File: src/rtl/wlfo_pkg.sv
// Package for the wavetable LFO: field widths, request and register codes,
// controller state type and the command/status structs between the modules.
// No dependencies.
`timescale 1ns / 1ps

package wlfo_pkg;

    localparam int DEF_TABLE_DEPTH = 64;
    localparam int DEF_FRAC_BITS   = 16;

    localparam int TIME_W     = 32;
    localparam int PERIOD_W   = 24;
    localparam int LEN_W      = 7;
    localparam int ADDR_W     = 6;
    localparam int DATA_W     = 8;
    localparam int REQ_W      = 2;
    localparam int IN_TDATA_W = 48;
    localparam int CFG_IDX_W  = 1;

    localparam logic [REQ_W-1:0] REQ_TICK    = 2'd0;
    localparam logic [REQ_W-1:0] REQ_WRITE   = 2'd1;
    localparam logic [REQ_W-1:0] REQ_RESTART = 2'd2;

    localparam logic [CFG_IDX_W-1:0] CFG_PERIOD = 1'b0;
    localparam logic [CFG_IDX_W-1:0] CFG_LENGTH = 1'b1;

    localparam logic [PERIOD_W-1:0] RESET_PERIOD = 24'd1000;
    localparam logic [LEN_W-1:0]    RESET_LENGTH = 7'd64;

    typedef enum logic [2:0] {
        S_IDLE,
        S_MUL,
        S_DINIT,
        S_DIV,
        S_RDA,
        S_RDB,
        S_MIX
    } t_lfo_state;

    typedef struct packed {
        logic accept;
        logic mul;
        logic div_init;
        logic div_step;
        logic rd_a;
        logic rd_b;
        logic mix;
    } t_dp_cmd;

    typedef struct packed {
        logic past_end;
        logic out_free;
    } t_dp_status;

endpackage

File: src/rtl/wavetable_lfo_interpolated.sv
// Ticks run multiply, divider init, a QW-bit divide (QW = 7 + FRAC_BITS,
// 23 by default; skipped when past the last entry), two table reads and mix.
// The divider yields one quotient bit per cycle; input is ready only in idle,
// so a new request waits until the last tick is done. Config is always ready.
// Reset: period 1000, length 64, phase and last time zero; table undefined.
// Top level of the wavetable LFO; instantiates wlfo_ctrl and wlfo_dp.
`timescale 1ns / 1ps

module wavetable_lfo_interpolated #(
    parameter int TABLE_DEPTH = wlfo_pkg::DEF_TABLE_DEPTH,
    parameter int FRAC_BITS   = wlfo_pkg::DEF_FRAC_BITS
) (
    input  logic                                i_clk,
    input  logic                                i_rst_n,
    input  logic                                i_s_tvalid,
    output logic                                o_s_tready,
    // [31:0] time_ms, [37:32] table_addr, [45:38] table_data, [47:46] zero
    input  logic [wlfo_pkg::IN_TDATA_W-1:0]     i_s_tdata,
    // [1:0] req_type
    input  logic [wlfo_pkg::REQ_W-1:0]          i_s_tuser,
    output logic                                o_m_tvalid,
    input  logic                                i_m_tready,
    // [7:0] sample
    output logic [wlfo_pkg::DATA_W-1:0]         o_m_tdata,
    output logic                                o_m_tlast,
    input  logic                                i_cfg_valid,
    output logic                                o_cfg_ready,
    input  logic [wlfo_pkg::CFG_IDX_W-1:0]      i_cfg_addr,
    input  logic [wlfo_pkg::PERIOD_W-1:0]       i_cfg_data
);

    wlfo_pkg::t_dp_cmd    w_cmd;
    wlfo_pkg::t_dp_status w_status;

    assign o_cfg_ready = 1'b1;

    wlfo_ctrl #(
        .FRAC_BITS (FRAC_BITS)
    ) u_ctrl (
        .i_clk      (i_clk),
        .i_rst_n    (i_rst_n),
        .i_s_tvalid (i_s_tvalid),
        .i_req      (i_s_tuser),
        .o_s_tready (o_s_tready),
        .i_status   (w_status),
        .o_cmd      (w_cmd)
    );

    wlfo_dp #(
        .TABLE_DEPTH (TABLE_DEPTH),
        .FRAC_BITS   (FRAC_BITS)
    ) u_dp (
        .i_clk       (i_clk),
        .i_rst_n     (i_rst_n),
        .i_cmd       (w_cmd),
        .o_status    (w_status),
        .i_req       (i_s_tuser),
        .i_time      (i_s_tdata[31:0]),
        .i_waddr     (i_s_tdata[37:32]),
        .i_wdata     (i_s_tdata[45:38]),
        .i_cfg_valid (i_cfg_valid),
        .i_cfg_addr  (i_cfg_addr),
        .i_cfg_data  (i_cfg_data),
        .o_m_tvalid  (o_m_tvalid),
        .i_m_tready  (i_m_tready),
        .o_m_tdata   (o_m_tdata),
        .o_m_tlast   (o_m_tlast)
    );

endmodule

File: src/rtl/wlfo_ctrl.sv
// Controller FSM for the wavetable LFO: input handshake and sequencing of
// multiply, divide, table reads and mix. Depends on wlfo_pkg.
`timescale 1ns / 1ps

module wlfo_ctrl #(
    parameter int FRAC_BITS = wlfo_pkg::DEF_FRAC_BITS
) (
    input  logic                         i_clk,
    input  logic                         i_rst_n,
    input  logic                         i_s_tvalid,
    input  logic [wlfo_pkg::REQ_W-1:0]   i_req,
    output logic                         o_s_tready,
    input  wlfo_pkg::t_dp_status         i_status,
    output wlfo_pkg::t_dp_cmd            o_cmd
);

    localparam int QW    = wlfo_pkg::LEN_W + FRAC_BITS;
    localparam int CNT_W = $clog2(QW);

    wlfo_pkg::t_lfo_state r_state, n_state;
    logic [CNT_W-1:0]     r_cnt;
    logic                 w_accept;

    assign o_s_tready = (r_state == wlfo_pkg::S_IDLE);
    assign w_accept   = i_s_tvalid && o_s_tready;

    always_ff @(posedge i_clk) begin
        if (!i_rst_n) begin
            r_state <= wlfo_pkg::S_IDLE;
        end else begin
            r_state <= n_state;
        end
    end

    always_ff @(posedge i_clk) begin
        if (!i_rst_n) begin
            r_cnt <= '0;
        end else if (r_state == wlfo_pkg::S_DINIT) begin
            r_cnt <= '0;
        end else if (r_state == wlfo_pkg::S_DIV) begin
            r_cnt <= r_cnt + 1'b1;
        end
    end

    always_comb begin
        n_state = r_state;
        unique case (r_state)
            wlfo_pkg::S_IDLE: begin
                if (w_accept && (i_req == wlfo_pkg::REQ_TICK)) begin
                    n_state = wlfo_pkg::S_MUL;
                end
            end
            wlfo_pkg::S_MUL: begin
                n_state = i_status.past_end ? wlfo_pkg::S_RDA : wlfo_pkg::S_DINIT;
            end
            wlfo_pkg::S_DINIT: n_state = wlfo_pkg::S_DIV;
            wlfo_pkg::S_DIV: begin
                if (r_cnt == CNT_W'(QW - 1)) begin
                    n_state = wlfo_pkg::S_RDA;
                end
            end
            wlfo_pkg::S_RDA: n_state = wlfo_pkg::S_RDB;
            wlfo_pkg::S_RDB: n_state = wlfo_pkg::S_MIX;
            wlfo_pkg::S_MIX: begin
                if (i_status.out_free) begin
                    n_state = wlfo_pkg::S_IDLE;
                end
            end
            default: n_state = wlfo_pkg::S_IDLE;
        endcase
    end

    always_comb begin
        o_cmd        = '0;
        o_cmd.accept = w_accept;
        unique case (r_state)
            wlfo_pkg::S_IDLE:  ;
            wlfo_pkg::S_MUL:   o_cmd.mul      = 1'b1;
            wlfo_pkg::S_DINIT: o_cmd.div_init = 1'b1;
            wlfo_pkg::S_DIV:   o_cmd.div_step = 1'b1;
            wlfo_pkg::S_RDA:   o_cmd.rd_a     = 1'b1;
            wlfo_pkg::S_RDB:   o_cmd.rd_b     = 1'b1;
            wlfo_pkg::S_MIX:   o_cmd.mix      = i_status.out_free;
            default: ;
        endcase
    end

    a_cnt_bound: assert property (@(posedge i_clk) disable iff (!i_rst_n)
        (r_state == wlfo_pkg::S_DIV) |-> (r_cnt < CNT_W'(QW)))
        else $error("divide counter out of range");

endmodule

File: src/rtl/wlfo_dp.sv
// Datapath for the wavetable LFO: config registers, phase accumulator,
// multiplier, restoring divider, wave table memory, interpolator, output reg.
// Depends on wlfo_pkg.
`timescale 1ns / 1ps

module wlfo_dp #(
    parameter int TABLE_DEPTH = wlfo_pkg::DEF_TABLE_DEPTH,
    parameter int FRAC_BITS   = wlfo_pkg::DEF_FRAC_BITS
) (
    input  logic                             i_clk,
    input  logic                             i_rst_n,
    input  wlfo_pkg::t_dp_cmd                i_cmd,
    output wlfo_pkg::t_dp_status             o_status,
    input  logic [wlfo_pkg::REQ_W-1:0]       i_req,
    input  logic [wlfo_pkg::TIME_W-1:0]      i_time,
    input  logic [wlfo_pkg::ADDR_W-1:0]      i_waddr,
    input  logic [wlfo_pkg::DATA_W-1:0]      i_wdata,
    input  logic                             i_cfg_valid,
    input  logic [wlfo_pkg::CFG_IDX_W-1:0]   i_cfg_addr,
    input  logic [wlfo_pkg::PERIOD_W-1:0]    i_cfg_data,
    output logic                             o_m_tvalid,
    input  logic                             i_m_tready,
    output logic [wlfo_pkg::DATA_W-1:0]      o_m_tdata,
    output logic                             o_m_tlast
);

    localparam int AW       = $clog2(TABLE_DEPTH);
    localparam int LW       = wlfo_pkg::LEN_W;
    localparam int TW       = wlfo_pkg::TIME_W;
    localparam int PW       = wlfo_pkg::PERIOD_W;
    localparam int DW       = wlfo_pkg::DATA_W;
    localparam int QW       = LW + FRAC_BITS;
    localparam int PROD_W   = TW + LW;
    localparam int MIX_W    = DW + FRAC_BITS + 1;
    localparam int ADDR_W_X = wlfo_pkg::ADDR_W + AW;

    logic [PW-1:0]     r_period;
    logic [LW-1:0]     r_length;
    logic [TW-1:0]     r_last;
    logic [TW-1:0]     r_phase;
    logic [TW-1:0]     r_cur;
    logic              r_past;
    logic              r_wrap;
    logic [PROD_W-1:0] r_prod;
    logic [PW-1:0]     r_rem;
    logic [QW-1:0]     r_nsh;
    logic [QW-1:0]     r_q;
    logic [DW-1:0]     r_a;
    logic [DW-1:0]     r_rd;
    logic [DW-1:0]     r_mem [TABLE_DEPTH];
    logic              r_out_valid;
    logic [DW-1:0]     r_out_data;
    logic              r_out_last;

    logic [LW-1:0]          w_len_nz;
    logic [LW-1:0]          w_lm1;
    logic [TW-1:0]          w_phase_new;
    logic                   w_wrap;
    logic [PW:0]            w_trial;
    logic [PW:0]            w_diff;
    logic                   w_ge;
    logic [LW-1:0]          w_idx;
    logic [LW-1:0]          w_idx_b;
    logic [LW-1:0]          w_ra_sel;
    logic [LW+AW-1:0]       w_raddr_x;
    logic [ADDR_W_X-1:0]    w_waddr_x;
    logic                   w_wr_en;
    logic [FRAC_BITS-1:0]   w_frac;
    logic [FRAC_BITS:0]     w_inv;
    logic [MIX_W-1:0]       w_mix;
    logic [DW-1:0]          w_sample;

    // used length: zero counts as one, saturate at table depth
    always_comb begin
        w_len_nz = (r_length == '0) ? LW'(1) : r_length;
        if (32'(w_len_nz) > TABLE_DEPTH) begin
            w_lm1 = LW'(TABLE_DEPTH - 1);
        end else begin
            w_lm1 = w_len_nz - 1'b1;
        end
    end

    assign w_phase_new = r_phase + (i_time - r_last);
    assign w_wrap      = (w_phase_new >= TW'(r_period));

    always_ff @(posedge i_clk) begin
        if (!i_rst_n) begin
            r_period <= wlfo_pkg::RESET_PERIOD;
            r_length <= wlfo_pkg::RESET_LENGTH;
        end else if (i_cfg_valid) begin
            unique case (i_cfg_addr)
                wlfo_pkg::CFG_PERIOD: r_period <= i_cfg_data;
                wlfo_pkg::CFG_LENGTH: r_length <= i_cfg_data[LW-1:0];
                default: ;
            endcase
        end
    end

    always_ff @(posedge i_clk) begin
        if (!i_rst_n) begin
            r_last  <= '0;
            r_phase <= '0;
        end else if (i_cmd.accept) begin
            unique case (i_req)
                wlfo_pkg::REQ_TICK: begin
                    r_last  <= i_time;
                    r_phase <= w_wrap ? '0 : w_phase_new;
                end
                wlfo_pkg::REQ_RESTART: r_phase <= '0;
                default: ;
            endcase
        end
    end

    always_ff @(posedge i_clk) begin
        if (i_cmd.accept && (i_req == wlfo_pkg::REQ_TICK)) begin
            r_cur  <= w_phase_new;
            r_wrap <= w_wrap;
            r_past <= w_wrap || (w_lm1 == '0);
        end
    end

    // quotient fits QW bits, so the top of the numerator starts the remainder
    assign w_trial = {r_rem, r_nsh[QW-1]};
    assign w_ge    = (w_trial >= {1'b0, r_period});
    assign w_diff  = w_trial - {1'b0, r_period};

    always_ff @(posedge i_clk) begin
        if (i_cmd.mul) begin
            r_prod <= PROD_W'(r_cur) * PROD_W'(w_lm1);
        end
        if (i_cmd.div_init) begin
            r_rem <= r_prod[LW+PW-1:LW];
            r_nsh <= {r_prod[LW-1:0], {FRAC_BITS{1'b0}}};
        end else if (i_cmd.div_step) begin
            r_rem <= w_ge ? w_diff[PW-1:0] : w_trial[PW-1:0];
            r_nsh <= {r_nsh[QW-2:0], 1'b0};
            r_q   <= {r_q[QW-2:0], w_ge};
        end
    end

    assign w_idx     = r_q[QW-1:FRAC_BITS];
    assign w_idx_b   = w_idx + 1'b1;
    assign w_ra_sel  = i_cmd.rd_b ? w_idx_b : (r_past ? w_lm1 : w_idx);
    assign w_raddr_x = {{AW{1'b0}}, w_ra_sel};
    assign w_waddr_x = {{AW{1'b0}}, i_waddr};
    assign w_wr_en   = i_cmd.accept && (i_req == wlfo_pkg::REQ_WRITE)
                       && (32'(i_waddr) < TABLE_DEPTH);

    always_ff @(posedge i_clk) begin
        if (w_wr_en) begin
            r_mem[w_waddr_x[AW-1:0]] <= i_wdata;
        end
    end

    always_ff @(posedge i_clk) begin
        if (i_cmd.rd_a || i_cmd.rd_b) begin
            r_rd <= r_mem[w_raddr_x[AW-1:0]];
        end
        if (i_cmd.rd_b) begin
            r_a <= r_rd;
        end
    end

    assign w_frac   = r_q[FRAC_BITS-1:0];
    assign w_inv    = {1'b1, {FRAC_BITS{1'b0}}} - {1'b0, w_frac};
    assign w_mix    = MIX_W'(r_a) * MIX_W'(w_inv) + MIX_W'(r_rd) * MIX_W'(w_frac);
    assign w_sample = r_past ? r_a : w_mix[FRAC_BITS+DW-1:FRAC_BITS];

    always_ff @(posedge i_clk) begin
        if (!i_rst_n) begin
            r_out_valid <= 1'b0;
        end else if (i_cmd.mix) begin
            r_out_valid <= 1'b1;
        end else if (i_m_tready) begin
            r_out_valid <= 1'b0;
        end
    end

    always_ff @(posedge i_clk) begin
        if (i_cmd.mix) begin
            r_out_data <= w_sample;
            r_out_last <= r_wrap;
        end
    end

    assign o_status.past_end = r_past;
    assign o_status.out_free = !r_out_valid || i_m_tready;
    assign o_m_tvalid        = r_out_valid;
    assign o_m_tdata         = r_out_data;
    assign o_m_tlast         = r_out_last;

    a_rem_lt_period: assert property (@(posedge i_clk) disable iff (!i_rst_n)
        i_cmd.div_step |-> (r_rem < r_period))
        else $error("divider remainder not below period");

    a_idx_in_range: assert property (@(posedge i_clk) disable iff (!i_rst_n)
        (i_cmd.rd_a && !r_past) |-> (w_idx < w_lm1))
        else $error("table index past last entry");

    a_phase_bound: assert property (@(posedge i_clk) disable iff (!i_rst_n)
        (i_cmd.accept && (i_req == wlfo_pkg::REQ_TICK))
        |=> ((r_phase < TW'(r_period)) || (r_phase == '0)))
        else $error("phase not restarted at period");

endmodule
File: config.mk
export PLATFORM = sky130hd
export DESIGN_NAME = wavetable_lfo_interpolated
export DESIGN_NICKNAME = d
export VERILOG_FILES = /design/src/rtl/wlfo_pkg.sv /design/src/rtl/wavetable_lfo_interpolated.sv /design/src/rtl/wlfo_ctrl.sv /design/src/rtl/wlfo_dp.sv
export SDC_FILE = /design/constraint.sdc
export NUM_CORES = 2
export LEC_CHECK = 0
export ABC_CLOCK_PERIOD_IN_PS = 6900
export BUFFER_PORTS_ARGS = -buffer_cell sky130_fd_sc_hd__buf_2
export CAP_MARGIN = 20
export CORE_AREA = 2 2 290 292
export DETAILED_ROUTE_END_ITERATION = 16
export DIE_AREA = 0 0 292 294
export PLACE_DENSITY = 0.78
export SLEW_MARGIN = 10
export SYNTH_ARGS = -nofsm -noshare
export SYNTH_HDL_FRONTEND = slang
export SYNTH_SLANG_ARGS = --single-unit
File: constraint.sdc
create_clock -name i_clk -period 6.9 [get_ports i_clk]
set_input_delay 0.69 -clock i_clk [delete_from_list [all_inputs] [get_ports i_clk]]
set_output_delay 0.69 -clock i_clk [all_outputs]
set_load 0.03 [all_outputs]
* After elaboration in Yosys (flattened, before gate mapping) *
Memories as Yosys holds them, arrays and structs flattened. A register that Yosys moved wholly into a read port is not among the register bits.
Cells that the tools add are included.

storage, ports and cells
  input bits = 80
  bits in registers = 239
  memories kept = 1
  word-level logic and storage cells = 95
  memory bits (writable) = 512
  output and inout bits = 12

memories
  memory      depth  bits a word  rd ports  clocked after Yosys merged registers in  write ports  line           text
  u_dp.r_mem  64     8            1         1                                        1            wlfo_dp.sv:50  logic [DW-1:0] r_mem [TABLE_DEPTH];

operators by class
  $mul = 3
  reductions and logical operators = 21
  eq/ne operators = 12
  bitwise gates (word level) = 3
  muxes and demuxes = 27
  order comparisons = 3
  add/sub/neg operators = 8

operator list
  operator                                              number
  two-way mux 24 bit                                    3
  one-hot mux 32 bit (2 select lines)                   1
  two-way mux 23 bit                                    2
  adder 32 bit                                          1
  greater-or-equal comparator 32 x 24 -> 1 bit          1
  multiplier 32 x 7 -> 31 bit                           1
  two-way mux 32 bit                                    1
  subtractor 32 bit                                     1
  greater-or-equal comparator 25 x 24 -> 1 bit          1
  adder 24 bit                                          1
  multiplier 8 x 16 -> 24 bit                           1
  multiplier 8 x 17 -> 24 bit                           1
  subtractor 24 bit                                     1
  one-hot mux 3 bit (7 select lines)                    1
  subtractor 17 x 16 -> 17 bit, first input constant    1
  zero test 7 bit                                       2
  two-way mux 7 bit                                     2
  two-way mux 3 bit                                     4
  two-way mux 6 bit                                     2
  two-way mux 1 bit                                     10
  AND reduction 2 bit                                   5
  == test 3 bit, second input constant                  3
  two-way mux 8 bit                                     1
  greater-than comparator 7 bit, second input constant  1
  19 further kinds                                      29

* Longest topological paths before layout *
  depth after elaboration = 6
  gate-level depth with buffers = 31

* Modules after synthesis *
A second synthesis with hierarchy kept.

second synthesis, totals
  cells, all modules = 4,320
  area total of the unflattened synthesis = 48,066.1 um^2

modules (own cells, without submodules)
  module                      cells each  instances  seq. area each (um^2)  area an instance (um^2)
  wlfo_dp                     4,256       1          21,560.7               47,540.6
  wlfo_ctrl                   62          1          160.2                  514.2
  wavetable_lfo_interpolated  2           1          0.0                    11.3

* Worst setup path after synthesis *
OpenSTA, ideal clock, no wires.

  path kind = reg2reg
  start point = register u_dp.r_q[1]
  end point = register u_dp.r_out_data[7], in the netlist u_dp.o_m_tdata[7] (data pin)
  buffers on the path = 1
  arrival time = 7.042 ns
  period minus slack after synthesis = 7.298 ns
  cell stages (with the launch flop) = 30
  slack = -0.398 ns
  setup time = 0.256 ns
  cell sequence = edfxtp_1 clkbuf_1 inv_1 ha_1 nand2_1 or3_1 nor3_1 nand2b_1 nor4_1 xnor2_1 nand2_1 fa_1 fa_1 fa_1 fa_1 inv_1 fa_1 inv_1 fa_1 inv_1 ha_1 a21oi_1 nand2_1 a211oi_1 a2bb2oi_1 a31oi_1 a211oi_1 xnor2_1 o21bai_1 a22o_1

on the way
  word-level cells in the longest chain between the ends = 4
  elaborated cells between the ends (all ways) = 5

RTL lines
  item                          line            text
  start: declaration            wlfo_dp.sv:47   logic [QW-1:0] r_q;
  start signal: assignment      wlfo_dp.sv:138  r_q <= {r_q[QW-2:0], w_ge};
  subtractor 17 x 16 -> 17 bit  wlfo_dp.sv:166  assign w_inv = {1'b1, {FRAC_BITS{1'b0}}} - {1'b0, w_frac};
  multiplier 8 x 17 -> 24 bit   wlfo_dp.sv:167  assign w_mix = MIX_W'(r_a) * MIX_W'(w_inv) + MIX_W'(r_rd) * MIX_W'(w_frac);
  adder 24 bit *                wlfo_dp.sv:167
  two-way mux 8 bit *           wlfo_dp.sv:168  assign w_sample = r_past ? r_a : w_mix[FRAC_BITS+DW-1:FRAC_BITS];
  named net u_dp.w_sample[7]    wlfo_dp.sv:71   logic [DW-1:0] w_sample;
  end signal: assignment        wlfo_dp.sv:182  r_out_data <= w_sample;
  end: declaration              wlfo_dp.sv:52   logic [DW-1:0] r_out_data;

The timed path passes the listed nets; every way through them passes the cells marked *.
A chain may end at the register's enable or synchronous reset.

* Worst setup path in the final report *
  start point = register u_dp.r_q[2]
  end point = register u_dp.r_out_data[7], in the netlist u_dp.o_m_tdata[7] (data pin)

Same word-level chain as after synthesis.

==> flow_metrics.env <==
export IMPL_status="finished with violations"
export IMPL_violations="negative setup slack"
export IMPL_gr_total_overflow=0
export IMPL_coreArea_mm2=0.08289
export IMPL_ant_nets=0
export IMPL_die_y_um=294
export IMPL_clock_fmax_mhz=141.4
export IMPL_cts_sinks=758
export IMPL_num_vias=33110
export IMPL_die_area_mm2=0.08585
export IMPL_ys_flop_type="edfxtp_1"
export IMPL_yosys_top_cells_area="edfxtp_1 41%, fa_1 16%, nand2_1 6.1%"
export IMPL_finalWorstSetupSlack_ns=-0.1728
export IMPL_path_max_fanout=4
export IMPL_final_nets=5139
export IMPL_clk_pin_slew_ns=0.06
export IMPL_critPathMaxStageDelay_ns=0.56
export IMPL_busiest_layer="met2"
export IMPL_clk_latency_ns=0.66
export IMPL_grt_first_pass_wirelength_mm=182.9
export IMPL_maxSlewHeadroom_pct=26.59
export IMPL_use_met2_pct=44.67
export IMPL_worst_pin_slew_ns=1.097
export IMPL_wirelength_mm=115.2
export IMPL_hold_viol=0
export IMPL_synth_common_cells="780 x nand2_1, 654 x edfxtp_1, 563 x inv_1"
export IMPL_synthArstFlopShare_pct=0
export IMPL_first_pass_iters=5
export IMPL_layout_drive_gt1_share_pct=11.24
export IMPL_synth_top_cell_by_area="edfxtp_1"
export IMPL_hpwlAfterDp_mm=78.79
export IMPL_ys_ff_latch=758
export IMPL_cts_tree="done"
export IMPL_skew_ns=0.04676
export IMPL_numCtsBuffers=80
export IMPL_grt_use_met3_pct=4.230
export IMPL_synthSimpleGateAreaFrac_pct=15.25
export IMPL_final_core_util_pct=63.96
export IMPL_crit_path_end_kind="flip-flop"
export IMPL_htreeDepth=3
export IMPL_crit_path_start_kind="flip-flop"
export IMPL_clockRootBuffer="clkbuf_16"
export IMPL_crit_type="reg -> reg"
export IMPL_rsz0062_at_grt="true"
export IMPL_initial_utilization_pct=57.47
export IMPL_drt_iter0_markers=3209
export IMPL_critPathMostFrequentCell="fa_1"
export IMPL_grt_max_degree=123
export IMPL_syn2layout_area_growth_pct=11.29
export IMPL_clk_path_buf_depth=3
export IMPL_ios=92
export IMPL_cp_slowest_cell="fa_1"
export IMPL_ys_seq_area_share_pct=45.59
export IMPL_worstPathArrival_ns=7.48
export IMPL_yosys_warnings=0
export IMPL_remaining_drc_errors=0
export IMPL_synthMuxAreaShare_pct=2.529
export IMPL_period_minus_slack_ns=7.073
export IMPL_syn_area_mm2=0.04764
export IMPL_post_drt_wl_per_cell_um=20.41
export IMPL_synthAdderAreaFrac_pct=20.61
export IMPL_port_buffers=88
export IMPL_yosys_area_share_xor_xnor_pct=2.077
export IMPL_syn_inst=4345
export IMPL_synth_avg_cell_area_um2=10.96
export IMPL_synth_top_area_share_pct=41.22
export IMPL_yosysMostFrequentCell="nand2_1"
export IMPL_place_congestion=0.9342
export IMPL_rows=106
export IMPL_synth_compound_area_share_pct=7.721
export IMPL_hold_path_class="in -> reg"
export IMPL_synth_distinct_cells=79
export IMPL_synth_edf_count=654
export IMPL_slew_violations=0
export IMPL_max_cap_viol_count=0
export IMPL_grt_pass1_vias=33350
export IMPL_grtUsageMet1_pct=36.56
export IMPL_synth_nets=4987
export IMPL_die_x_um=292
export IMPL_post_place_ws_ns=-0.4480
export IMPL_grt_use_total_pct=27.28
export IMPL_viasPerCell=5.864
export IMPL_fin_crit_sh_pct=102.5
export IMPL_synth_top_family_by_area="adder cells"
export IMPL_cp_required_ns=7.30
export IMPL_antenna_found_initial=5
export IMPL_setup_viol=3
-- metrics by stage --
| stage | instance area, µm² | hold slack [ns] | TNS (ns) | instances |
|---|---|---|---|---|
| after floorplan | 47830 | 0.4003 | -0.07156 | 4345 |
| after global placement | 49990 | 0.4374 | -1.134 | 5475 |
| after detailed placement | 50000 | 0.4441 | -1.478 | 5476 |
| after CTS | 52730 | 0.2610 | -0.1757 | 5630 |
| after global routing | 53020 | 0.2830 | -1.839 | 5645 |
| final | 53020 | 0.2830 | -0.2786 | 5645 |
-- worst max-delay path, delay by kind of cell (launching register included) --
family,cells,cell delay [ns]
AND/OR/NAND/NOR,9,1.60
buffers and inverters,6,0.54
flip-flops,1,0.39
XOR/XNOR,2,0.32
AO/OA/AOI/OAI,4,0.62
adder cells (fa/ha/maj),7,3.33
-- metal layers --
metal | routed length [µm] | vias to the layer above
met4 | 4791 | 0
met2 | 55300 | 1558
li1 | - | 14970
met5 | 0 | -
met1 | 44730 | 16290
met3 | 10370 | 286
-- flip-flops by register name (all words and copies together), names as in the netlist, 8 cells and up --
| name | cells |
|---|---|
| u_dp.o_m_tdata | 8 |
| u_dp.r_a | 8 |
| u_dp.r_cur | 31 |
| u_dp.r_last | 32 |
| u_dp.r_mem | 512 |
| u_dp.r_period | 24 |
| u_dp.r_phase | 32 |
| u_dp.r_prod | 31 |
| u_dp.r_q | 22 |
| u_dp.r_rd | 8 |
| u_dp.r_rem | 24 |
-- placed cells by master, fill, tap and decap left out, types with 61 or more instances in the layout --
master     netlist  final
a21oi_1         99     93
and2_1         279    276
buf_2           41     88
buf_4            9    157
clkbuf_16        0     82
dfxtp_1        104    104
edfxtp_1       654    654
fa_1           371    368
ha_1           191    184
inv_1          563    555
nand2_1        780    774
nand3_1        135    133
nor2_1         156    152
o21ai_0         64     61
xnor2_1         81     73
-- path summary, 6_finish.rpt --
kind / to / from / slack, ns / depth (start not counted)
worst max register to register: u_dp.o_m_tdata[7] / u_dp.r_q[2] / -0.17 / 28
worst min register to register: u_dp.r_phase[0] / u_dp.r_phase[0] / 0.46 / 2
worst max-delay path: u_dp.o_m_tdata[7] / u_dp.r_q[2] / -0.17 / 28
worst min-delay path: u_dp.r_period[7] / i_cfg_data[7] / 0.28 / 3
-- layout make-up --
class	count	area [µm²]
Antenna cell	2	5.005
Clock buffer	99	2137
Clock inverter	49	410.4
Fill cell	6156	29870
Inverter	565	2121
Multi-Input combinational cell	2835	23490
Sequential cell	758	21720
Tap cell	1080	1351
Timing Repair Buffer	257	1788
-- kinds of logic (layout without fill, tap and decap cells) --
logic type      count (synthesis)  in the layout
simple gates                 1564           1564
fa+ha+maj                     562            562
buf+inv                       752            970
mux                            80             80
other cells                     1              3
xor+xnor                      113            113
compound gates                515            515
flops                         758            758
-- what timing repair did --
item                                   CTS  global route
gates resized for setup                 31            35
hold buffers                             0             0
endpoints found under the hold margin    0             0
setup buffers                            6             8
setup endpoints to repair                7            16
pin swaps                               36            23
Power is left out: the tool's default activity adds up to more than one toggle a clock period on the data nets, which glitch-free logic cannot reach.
